`src/hw/rtl/int_to_pow2_base_ascii_defines.svh`:
```
// Assertion macros for the int_to_pow2_base_ascii block.
// No dependencies; expects clk and rst in the including scope.
`ifndef INT_TO_POW2_BASE_ASCII_DEFINES_SVH
`define INT_TO_POW2_BASE_ASCII_DEFINES_SVH

// same-cycle implication, checked outside reset
`define I2PA_ASSERT_NOW(lbl, ante, cons) \
  lbl: assert property (@(posedge clk) disable iff (rst) (ante) |-> (cons)) \
    else $error("i2pa check failed");

// next-cycle implication, checked outside reset
`define I2PA_ASSERT_NEXT(lbl, ante, cons) \
  lbl: assert property (@(posedge clk) disable iff (rst) (ante) |=> (cons)) \
    else $error("i2pa check failed");

`endif

```
`src/hw/rtl/i2pa_pkg.sv`:
```
// Shared types, constants and digit tables for int_to_pow2_base_ascii.
// No dependencies.
package i2pa_pkg;

  localparam int WORD_BITS      = 32;
  localparam int MAX_DIGIT_BITS = 5;
  localparam int DIGIT_W        = 5;
  // worst-case padded magnitude: 7 digits of 5 bits
  localparam int SR_W           = 35;
  localparam int CNT_W          = 5;
  localparam int ADDR_W         = 3;

  localparam logic [2:0] BITS_PER_DIGIT_RESET = 3'd4;
  localparam logic       REG_BITS_PER_DIGIT   = 1'b0;

  localparam logic [7:0] CHAR_MINUS   = 8'd45;
  localparam logic [7:0] CHAR_ZERO    = 8'd48;
  localparam logic [7:0] CHAR_A_MINUS_TEN = 8'd55;
  localparam logic [7:0] CHAR_NEWLINE = 8'd10;
  localparam logic [7:0] CHAR_NONE    = 8'd0;

  typedef enum logic [4:0] {
    S_IDLE    = 5'b00001,
    S_SIGN    = 5'b00010,
    S_DIGIT   = 5'b00100,
    S_NEWLINE = 5'b01000,
    S_ERROR   = 5'b10000
  } state_t;

  typedef struct packed {
    logic       load;
    logic       shift;
    logic [2:0] r;
  } step_ctrl_t;

  // digit count minus one for each legal width
  function automatic logic [CNT_W-1:0] last_digit_index(input logic [2:0] r);
    logic [CNT_W-1:0] n;
    unique case (r)
      3'd1:    n = 5'd31;
      3'd2:    n = 5'd15;
      3'd3:    n = 5'd10;
      3'd4:    n = 5'd7;
      3'd5:    n = 5'd6;
      default: n = 5'd0;
    endcase
    return n;
  endfunction

  // leading zero bits that pad the top group to a full digit
  function automatic logic [1:0] pad_bits(input logic [2:0] r);
    logic [1:0] p;
    unique case (r)
      3'd3:    p = 2'd1;
      3'd5:    p = 2'd3;
      default: p = 2'd0;
    endcase
    return p;
  endfunction

  function automatic logic [7:0] digit_char(input logic [DIGIT_W-1:0] d);
    logic [7:0] c;
    if (d < 5'd10) begin
      c = CHAR_ZERO + {3'b000, d};
    end else begin
      c = CHAR_A_MINUS_TEN + {3'b000, d};
    end
    return c;
  endfunction

endpackage

```
`src/hw/rtl/i2pa_digit.sv`:
```
// Digit shifter: holds the padded magnitude and peels off the top
// r-bit digit each step. Depends on i2pa_pkg.
module i2pa_digit (
  input  logic                          clk,
  input  i2pa_pkg::step_ctrl_t          step,
  input  logic [i2pa_pkg::WORD_BITS-1:0] mag,
  output logic [i2pa_pkg::DIGIT_W-1:0]   digit
);

  logic [i2pa_pkg::SR_W-1:0] sr;
  logic [i2pa_pkg::SR_W-1:0] sr_next;
  logic [i2pa_pkg::SR_W-1:0] aligned;

  assign aligned = {mag, 3'b000};

  always_comb begin
    sr_next = sr;
    if (step.load) begin
      // right-justify so the top group gets its leading zeros
      unique case (i2pa_pkg::pad_bits(step.r))
        2'd1:    sr_next = aligned >> 1;
        2'd3:    sr_next = aligned >> 3;
        default: sr_next = aligned;
      endcase
    end else if (step.shift) begin
      unique case (step.r)
        3'd1:    sr_next = sr << 1;
        3'd2:    sr_next = sr << 2;
        3'd3:    sr_next = sr << 3;
        3'd4:    sr_next = sr << 4;
        3'd5:    sr_next = sr << 5;
        default: sr_next = sr;
      endcase
    end
  end

  always_ff @(posedge clk) begin
    sr <= sr_next;
  end

  always_comb begin
    unique case (step.r)
      3'd1:    digit = {4'b0000, sr[34]};
      3'd2:    digit = {3'b000, sr[34:33]};
      3'd3:    digit = {2'b00, sr[34:32]};
      3'd4:    digit = {1'b0, sr[34:31]};
      3'd5:    digit = sr[34:30];
      default: digit = '0;
    endcase
  end

endmodule

```
`src/hw/rtl/i2pa_seq.sv`:
```
// Sequencer: accepts a number, walks the digit shifter and drives the
// registered character output. Depends on i2pa_pkg and i2pa_digit.
module i2pa_seq (
  input  logic                           clk,
  input  logic                           rst,
  input  logic [2:0]                     bits_per_digit,
  input  logic                           in_valid,
  output logic                           in_stall,
  input  logic signed [i2pa_pkg::WORD_BITS-1:0] number,
  output logic                           out_valid,
  input  logic                           out_stall,
  output logic [7:0]                     char_code,
  output logic                           status,
  output logic                           last
);

  i2pa_pkg::state_t     state;
  i2pa_pkg::state_t     state_next;
  i2pa_pkg::step_ctrl_t step;
  logic [i2pa_pkg::CNT_W-1:0]   cnt;
  logic [i2pa_pkg::CNT_W-1:0]   cnt_next;
  logic                         started;
  logic                         started_next;
  logic [2:0]                   r_cur;
  logic [i2pa_pkg::WORD_BITS-1:0] mag;
  logic [i2pa_pkg::DIGIT_W-1:0]   digit;
  logic        r_ok;
  logic        room;
  logic        show;
  logic        accept;
  logic        load_out;
  logic [7:0]  o_char;
  logic        o_status;
  logic        o_last;

  assign in_stall = (state != i2pa_pkg::S_IDLE);
  assign accept   = in_valid && !in_stall;
  assign room     = !out_valid || !out_stall;
  assign r_ok     = (bits_per_digit != 3'd0) &&
                    (bits_per_digit <= 3'(i2pa_pkg::MAX_DIGIT_BITS));
  // two's complement negate; the most negative value stays 2^31
  assign mag      = number[31] ? (~number + 32'd1) : number;
  assign show     = (digit != '0) || started || (cnt == '0);

  i2pa_digit u_digit (
    .clk   (clk),
    .step  (step),
    .mag   (mag),
    .digit (digit)
  );

  always_comb begin
    state_next   = state;
    cnt_next     = cnt;
    started_next = started;
    step.load    = 1'b0;
    step.shift   = 1'b0;
    step.r       = r_cur;
    load_out     = 1'b0;
    o_char       = i2pa_pkg::CHAR_NONE;
    o_status     = 1'b0;
    o_last       = 1'b0;
    unique case (state)
      i2pa_pkg::S_IDLE: begin
        if (in_valid) begin
          if (!r_ok) begin
            state_next = i2pa_pkg::S_ERROR;
          end else begin
            step.load    = 1'b1;
            step.r       = bits_per_digit;
            cnt_next     = i2pa_pkg::last_digit_index(bits_per_digit);
            started_next = 1'b0;
            state_next   = number[31] ? i2pa_pkg::S_SIGN : i2pa_pkg::S_DIGIT;
          end
        end
      end
      i2pa_pkg::S_SIGN: begin
        if (room) begin
          load_out   = 1'b1;
          o_char     = i2pa_pkg::CHAR_MINUS;
          state_next = i2pa_pkg::S_DIGIT;
        end
      end
      i2pa_pkg::S_DIGIT: begin
        if (!show) begin
          // drop a leading zero digit without using the output
          step.shift = 1'b1;
          cnt_next   = cnt - 5'd1;
        end else if (room) begin
          load_out     = 1'b1;
          o_char       = i2pa_pkg::digit_char(digit);
          step.shift   = 1'b1;
          started_next = 1'b1;
          if (cnt == '0) begin
            state_next = i2pa_pkg::S_NEWLINE;
          end else begin
            cnt_next = cnt - 5'd1;
          end
        end
      end
      i2pa_pkg::S_NEWLINE: begin
        if (room) begin
          load_out   = 1'b1;
          o_char     = i2pa_pkg::CHAR_NEWLINE;
          o_last     = 1'b1;
          state_next = i2pa_pkg::S_IDLE;
        end
      end
      i2pa_pkg::S_ERROR: begin
        if (room) begin
          load_out   = 1'b1;
          o_char     = i2pa_pkg::CHAR_NONE;
          o_status   = 1'b1;
          o_last     = 1'b1;
          state_next = i2pa_pkg::S_IDLE;
        end
      end
      default: begin
        state_next = i2pa_pkg::S_IDLE;
      end
    endcase
  end

  always_ff @(posedge clk) begin
    if (rst) begin
      state     <= i2pa_pkg::S_IDLE;
      cnt       <= '0;
      started   <= 1'b0;
      out_valid <= 1'b0;
    end else begin
      state   <= state_next;
      cnt     <= cnt_next;
      started <= started_next;
      if (load_out) begin
        out_valid <= 1'b1;
      end else if (out_valid && !out_stall) begin
        out_valid <= 1'b0;
      end
    end
  end

  always_ff @(posedge clk) begin
    if (accept) begin
      r_cur <= bits_per_digit;
    end
    if (load_out) begin
      char_code <= o_char;
      status    <= o_status;
      last      <= o_last;
    end
  end

endmodule

```
`src/hw/rtl/int_to_pow2_base_ascii.sv`:
```
// The first character ('-', error or leading digit) is registered after the number is accepted;
// a leading digit only once the suppressed leading zeros are shifted out.
// A number gives an optional '-', its digits and a newline (one error character for a bad
// width); in_stall stays high until the last is issued, so a new number waits for the old one.
// Output stall holds the sequencer; suppressed leading zeros are shifted out without using the output.
// Reset (synchronous, rst high) idles the sequencer, drops out_valid and sets r to 4.
module int_to_pow2_base_ascii (
  input  logic                                  clk,
  input  logic                                  rst,
  input  logic                                  psel,
  input  logic                                  penable,
  input  logic                                  pwrite,
  input  logic [i2pa_pkg::ADDR_W-1:0]           paddr,
  input  logic [31:0]                           pwdata,
  output logic [31:0]                           prdata,
  output logic                                  pready,
  input  logic                                  in_valid,
  output logic                                  in_stall,
  input  logic signed [i2pa_pkg::WORD_BITS-1:0] number,
  output logic                                  out_valid,
  input  logic                                  out_stall,
  output logic [7:0]                            char_code,
  output logic                                  status,
  output logic                                  last
);

`include "int_to_pow2_base_ascii_defines.svh"

  logic [2:0] bits_per_digit;
  logic       wr_en;
  logic       reg_sel;

  assign pready  = 1'b1;
  assign reg_sel = (paddr[2] == i2pa_pkg::REG_BITS_PER_DIGIT);
  assign wr_en   = psel && penable && pwrite && pready && reg_sel;
  assign prdata  = reg_sel ? {29'd0, bits_per_digit} : 32'd0;

  always_ff @(posedge clk) begin
    if (rst) begin
      bits_per_digit <= i2pa_pkg::BITS_PER_DIGIT_RESET;
    end else if (wr_en) begin
      bits_per_digit <= pwdata[2:0];
    end
  end

  i2pa_seq u_seq (
    .clk            (clk),
    .rst            (rst),
    .bits_per_digit (bits_per_digit),
    .in_valid       (in_valid),
    .in_stall       (in_stall),
    .number         (number),
    .out_valid      (out_valid),
    .out_stall      (out_stall),
    .char_code      (char_code),
    .status         (status),
    .last           (last)
  );

  `I2PA_ASSERT_NEXT(a_busy_after_accept, in_valid && !in_stall, in_stall)
  `I2PA_ASSERT_NOW(a_error_form, out_valid && status, last && (char_code == 8'd0))
  `I2PA_ASSERT_NOW(a_mid_run_busy, out_valid && !last, in_stall)

endmodule
```
`config.mk`:
```
export PLATFORM = sky130hd
export DESIGN_NAME = int_to_pow2_base_ascii
export DESIGN_NICKNAME = d
export VERILOG_FILES = /design/src/hw/rtl/i2pa_pkg.sv /design/src/hw/rtl/i2pa_digit.sv /design/src/hw/rtl/i2pa_seq.sv /design/src/hw/rtl/int_to_pow2_base_ascii.sv
export VERILOG_INCLUDE_DIRS = /design/src /design/src/hw/rtl
export SDC_FILE = /design/constraint.sdc
export NUM_CORES = 1
export LEC_CHECK = 0
export BUFFER_PORTS_ARGS = -buffer_cell sky130_fd_sc_hd__buf_4
export CORE_MARGIN = 5
export CORE_UTILIZATION = 60
export DETAILED_ROUTE_END_ITERATION = 6
export HOLD_SLACK_MARGIN = 0.15
export PLACE_DENSITY = 0.91
export SETUP_SLACK_MARGIN = 0.4
export SYNTH_ARGS = -nofsm -noshare
export SYNTH_HDL_FRONTEND = slang
export SYNTH_SLANG_ARGS = --single-unit
```
`constraint.sdc`:
```
create_clock -name clk -period 16 [get_ports clk]
set_input_delay 0.8 -clock clk [delete_from_list [all_inputs] [get_ports clk]]
set_output_delay 0.8 -clock clk [all_outputs]
set_load 0.02 [all_outputs]
```
==> reports/results.md <==
| Result | Value | Unit |
|:---|:---|:---|
| End of the worst register-to-register path | u_seq.u_digit.sr[29] | - |
| Startpoint of the worst register-to-register path | u_seq.state[3] | - |
| Clock tree from TritonCTS | built | - |
| RSZ-0062 raised after global routing | false | - |
| Clock skew after layout | 0.0210 | ns |
| Area of all placed cells without fillers | 6240 | sq um |
| Highest-delay cell along the critical path | sky130_fd_sc_hd__o211a_1 | - |
| Hold_sp | u_seq.started | - |
| Core Area | 9280 | sq um |
| Number of max-capacitance violations reported | 0 | - |
| Post-cts gate resize count | 0 | - |
| CP required | 15.99 | ns |
| Vias per std cell | 7.18 | - |
| Result of the run | complete, but fails checks | - |
| Clock-pin slew reported for the worst setup and hold paths after clock tree synthesis | 0.08 | ns |
| Largest fanout on the critical path | 35 | - |
| Number of detailed-route iterations in the first pass | 7 | - |
| Peak clock frequency supported by timing | 0.213 | GHz |
| Wire length of the first global-routing pass | 27.2 | mm |
| Slew at the pin closest to its max-slew limit | 1.06 | ns |
| Total clock buffers created by CTS | 9 | - |
| Starting utilization of the core area | 0.618 | - |
| Max Buffers Root-to-Sink | 2 | - |
| Startpoint kind of the worst setup timing path | register | - |
| Boundary Pins | 119 | - |
| Fin util | 0.673 | - |
| Yosys warns | 0 | - |
| Gate count after technology mapping | 689 | - |
| Ranking of synthesized cells by area | sky130_fd_sc_hd__edfxtp_1, sky130_fd_sc_hd__dfxtp_1, sky130_fd_sc_hd__a21oi_1 | - |
| Adder-cell area share of the yosys netlist | 0.00872 | - |
| Worst Path Class, Setup | register to register | - |
| Final wirelength | 16.8 | mm |
| Floorplan die height | 108 | um |
| Hold Crit Endpoint | u_seq.started | - |
| Critical path's largest stage delay | 0.62 | ns |
| Fin nets | 789 | - |
| Post-synth top area share | 0.246 | - |
| Number of buffers inserted for hold repair after clock tree synthesis | 0 | - |
| Dominant combinational cell family by area after synthesis | compound AO/OA/AOI/OAI gates | - |
| Worst Setup End Kind | register | - |
| Total congestion overflow after global routing | 0 | - |
| Combined area of all synthesized cells | 5740 | sq um |
| Register-to-register path setup slack | 11.30 | ns |
| Critical Path AT | 4.69 | ns |
| Sequential share of the synthesized area | 0.298 | - |
| Compound-gate portion of the synthesized area | 0.351 | - |
| Most frequently used flop master after synthesis | sky130_fd_sc_hd__edfxtp_1 | - |
| Seq cells post-synth | 62 | - |
| Power density over the cells | 188 | nW/um^2 |
| Overall routing resource usage | 0.286 | - |
| Antenna violations before repair | 0 | - |
| Signed area change from the synthesized netlist to the final layout | 8.76 | % |
| Initial DRC count | 978 | - |
| P_leak | 2.26 | nW |
| Pin count of the biggest net entering global routing | 50 | - |
| Number of enable-type register cells in the synthesized netlist | 47 | - |
| Worst-case vdd ir drop | 0.104 | mV |
| Count of placed standard cells in the final layout, fillers left out | 845 | - |
| Worst hold margin | 0.464 | ns |
| Number of failing hold endpoints at the final stage | 0 | - |
| Number of cells on the worst reg-to-reg path | 12 | - |
| Number of H-tree branching levels | 3 | - |
| Number of buffers added on ports | 56 | - |
| Root Driver | sky130_fd_sc_hd__clkbuf_8 | - |
| Number of diodes added for antenna fixing | 0 | - |
| Post-CTS Setup Bufs | 0 | - |
| WL per Instance | 19.8 | um |
| Via count | 6065 | - |
| Die outline area | 11600 | sq um |
| Fraction of synthesized area in multiplexers | 0.0375 | - |
| Mean Syn Cell Area | 8.33 | sq um |
| Clock Sinks | 62 | - |
| Most common cell after layout, fill and taps aside | sky130_fd_sc_hd__buf_4 | - |
| Simple-gate share of the synthesized area | 0.160 | - |
| X dimension of the die | 108 | um |
| Standard-cell row count | 35 | - |
| Dpl hpwl | 11.5 | mm |
| Number of distinct library cell variants in the gate-level netlist after synthesis | 83 | - |
| Final Slew Violations | 0 | - |
| Async set or reset register ratio after synthesis | 0 | - |
| Fraction of layout cells with a size suffix above 1 | 0.142 | - |
| Instance area at placement | 6070 | sq um |
| Cell type contributing the most total cell area after synthesis | sky130_fd_sc_hd__edfxtp_1 | - |
| Parity-gate share of the synthesized area counting xor and xnor cells | 0.0503 | - |
| Setup violations, final | 0 | - |
| Violated checks | DRC | - |
| Via count of the first global-routing pass | 5494 | - |
| Critical path, cell by cell | nor4_4 -> a32oi_2 -> o211a_1 -> a32oi_1 -> o211ai_1 -> inv_1 -> ha_1 -> nand3b_1 -> a221oi_2 -> nor2_1 -> o31ai_4 -> buf_4 | - |
| Part of the cycle the worst path needs | 0.294 | - |
| Hold path cells | 2 | - |
| Number of placed instances with taps included | 829 | - |
| Normalized max-slew margin | 0.290 | - |
| Final total negative setup slack | 0 | ns |
| DRC violation count after routing | 4 | - |
| Leading cell types in the layout, fill and taps excluded | sky130_fd_sc_hd__buf_4, sky130_fd_sc_hd__nor2_1, sky130_fd_sc_hd__a21oi_1 | - |
| Last weighted congestion value of the routability-driven placer | 0.912 | - |
| Skew-Pair Late Insertion Delay | 0.36 | ns |
| Type of the most critical hold path | register to register | - |
| Post-route minimum period | 4.70 | ns |
| Residual antenna-violating net count after detailed routing | 0 | - |
==> flip-flops by register name, summed over array words and instances, names as in the netlist <==
register          count
bits_per_digit        3
u_seq.cnt             5
u_seq.status          1
u_seq.started         1
u_seq.r_cur           3
u_seq.u_digit.sr     35
u_seq.out_valid       1
u_seq.last            1
u_seq.char_code       7
u_seq.state           5
==> metal layers <==
layer | share of wire | routed length [um] | GRT usage | vias to the layer above
met4 | 0.034 | 575 | 0.106 | 0
met3 | 0.13 | 2200 | 0.0642 | 68
met1 | 0.40 | 6690 | 0.404 | 2781
met2 | 0.43 | 7280 | 0.428 | 532
met5 | 0 | 0 | 0 | -
li1 | - | - | - | 2684
==> synth_stat cells (11+ instances only) <==
cell type,number
sky130_fd_sc_hd__nand2_1,47
sky130_fd_sc_hd__mux2i_1,20
sky130_fd_sc_hd__nor3_1,17
sky130_fd_sc_hd__o21ai_0,38
sky130_fd_sc_hd__nand3_1,12
sky130_fd_sc_hd__a211oi_1,11
sky130_fd_sc_hd__xor2_1,21
sky130_fd_sc_hd__edfxtp_1,47
sky130_fd_sc_hd__xnor2_1,12
sky130_fd_sc_hd__buf_2,13
sky130_fd_sc_hd__a221oi_1,28
sky130_fd_sc_hd__a21oi_1,58
sky130_fd_sc_hd__nor2_1,62
sky130_fd_sc_hd__o22ai_1,23
sky130_fd_sc_hd__clkbuf_1,30
sky130_fd_sc_hd__buf_4,31
sky130_fd_sc_hd__dfxtp_1,15
sky130_fd_sc_hd__inv_1,19
sky130_fd_sc_hd__o41ai_1,11
==> area by class of cell <==
| class | count | area (sq um) |
|---|---|---|
| tap | 129 | 161 |
| fill | 739 | 3040 |
| timing repair buffer | 66 | 495 |
| clock buffer | 12 | 156 |
| sequential | 62 | 1710 |
| multi-input combinational | 553 | 3630 |
| clock inverter | 4 | 21.3 |
| inverter | 19 | 71.3 |
==> through the flow <==
step                setup slack, ns  total power, mW
CTS                           11.39             1.14
global route                  11.00             1.24
global placement              11.52            0.970
floorplan                     10.23            0.849
finish                        11.30             1.17
detailed placement            11.47             1.00
==> worst max-delay path by stage <==
stage / from / end / cells after the start
after global placement: in_valid / u_seq.u_digit.sr[4] / 13
after global routing: u_seq.state[3] / u_seq.u_digit.sr[30] / 12
after CTS: u_seq.state[3] / u_seq.u_digit.sr[16] / 12
after floorplan: in_valid / u_seq.u_digit.sr[0] / 12
final: u_seq.state[3] / u_seq.u_digit.sr[29] / 12
after detailed placement: in_valid / u_seq.u_digit.sr[2] / 13
==> where the power goes <==
group          internal, mW  total (mW)  leakage (nW)  switching, mW
logic                 0.254       0.674          1.60          0.420
registers             0.278       0.366         0.560         0.0881
clock network        0.0651       0.131        0.0956         0.0655
==> kinds of logic after synthesis <==
group	count (synthesis)
AO/OA/AOI/OAI	278
buffers and inverters	103
other	2
XOR/XNOR	33
flip-flops	62
multiplexers	21
AND/OR/NAND/NOR	186
adder cells (fa/ha/maj)	4
==> critical path: cells and delay by family, from the launching register on <==
| family | cells | cell delay, ns |
|---|---|---|
| and+or+nand+nor | 3 | 0.86 |
| AOI/OAI and AO/OA | 6 | 2.30 |
| buffers and inverters | 2 | 0.58 |
| DFF | 1 | 0.40 |
| adders and majority gates | 1 | 0.16 |
(Power assumes the default switching activity.)
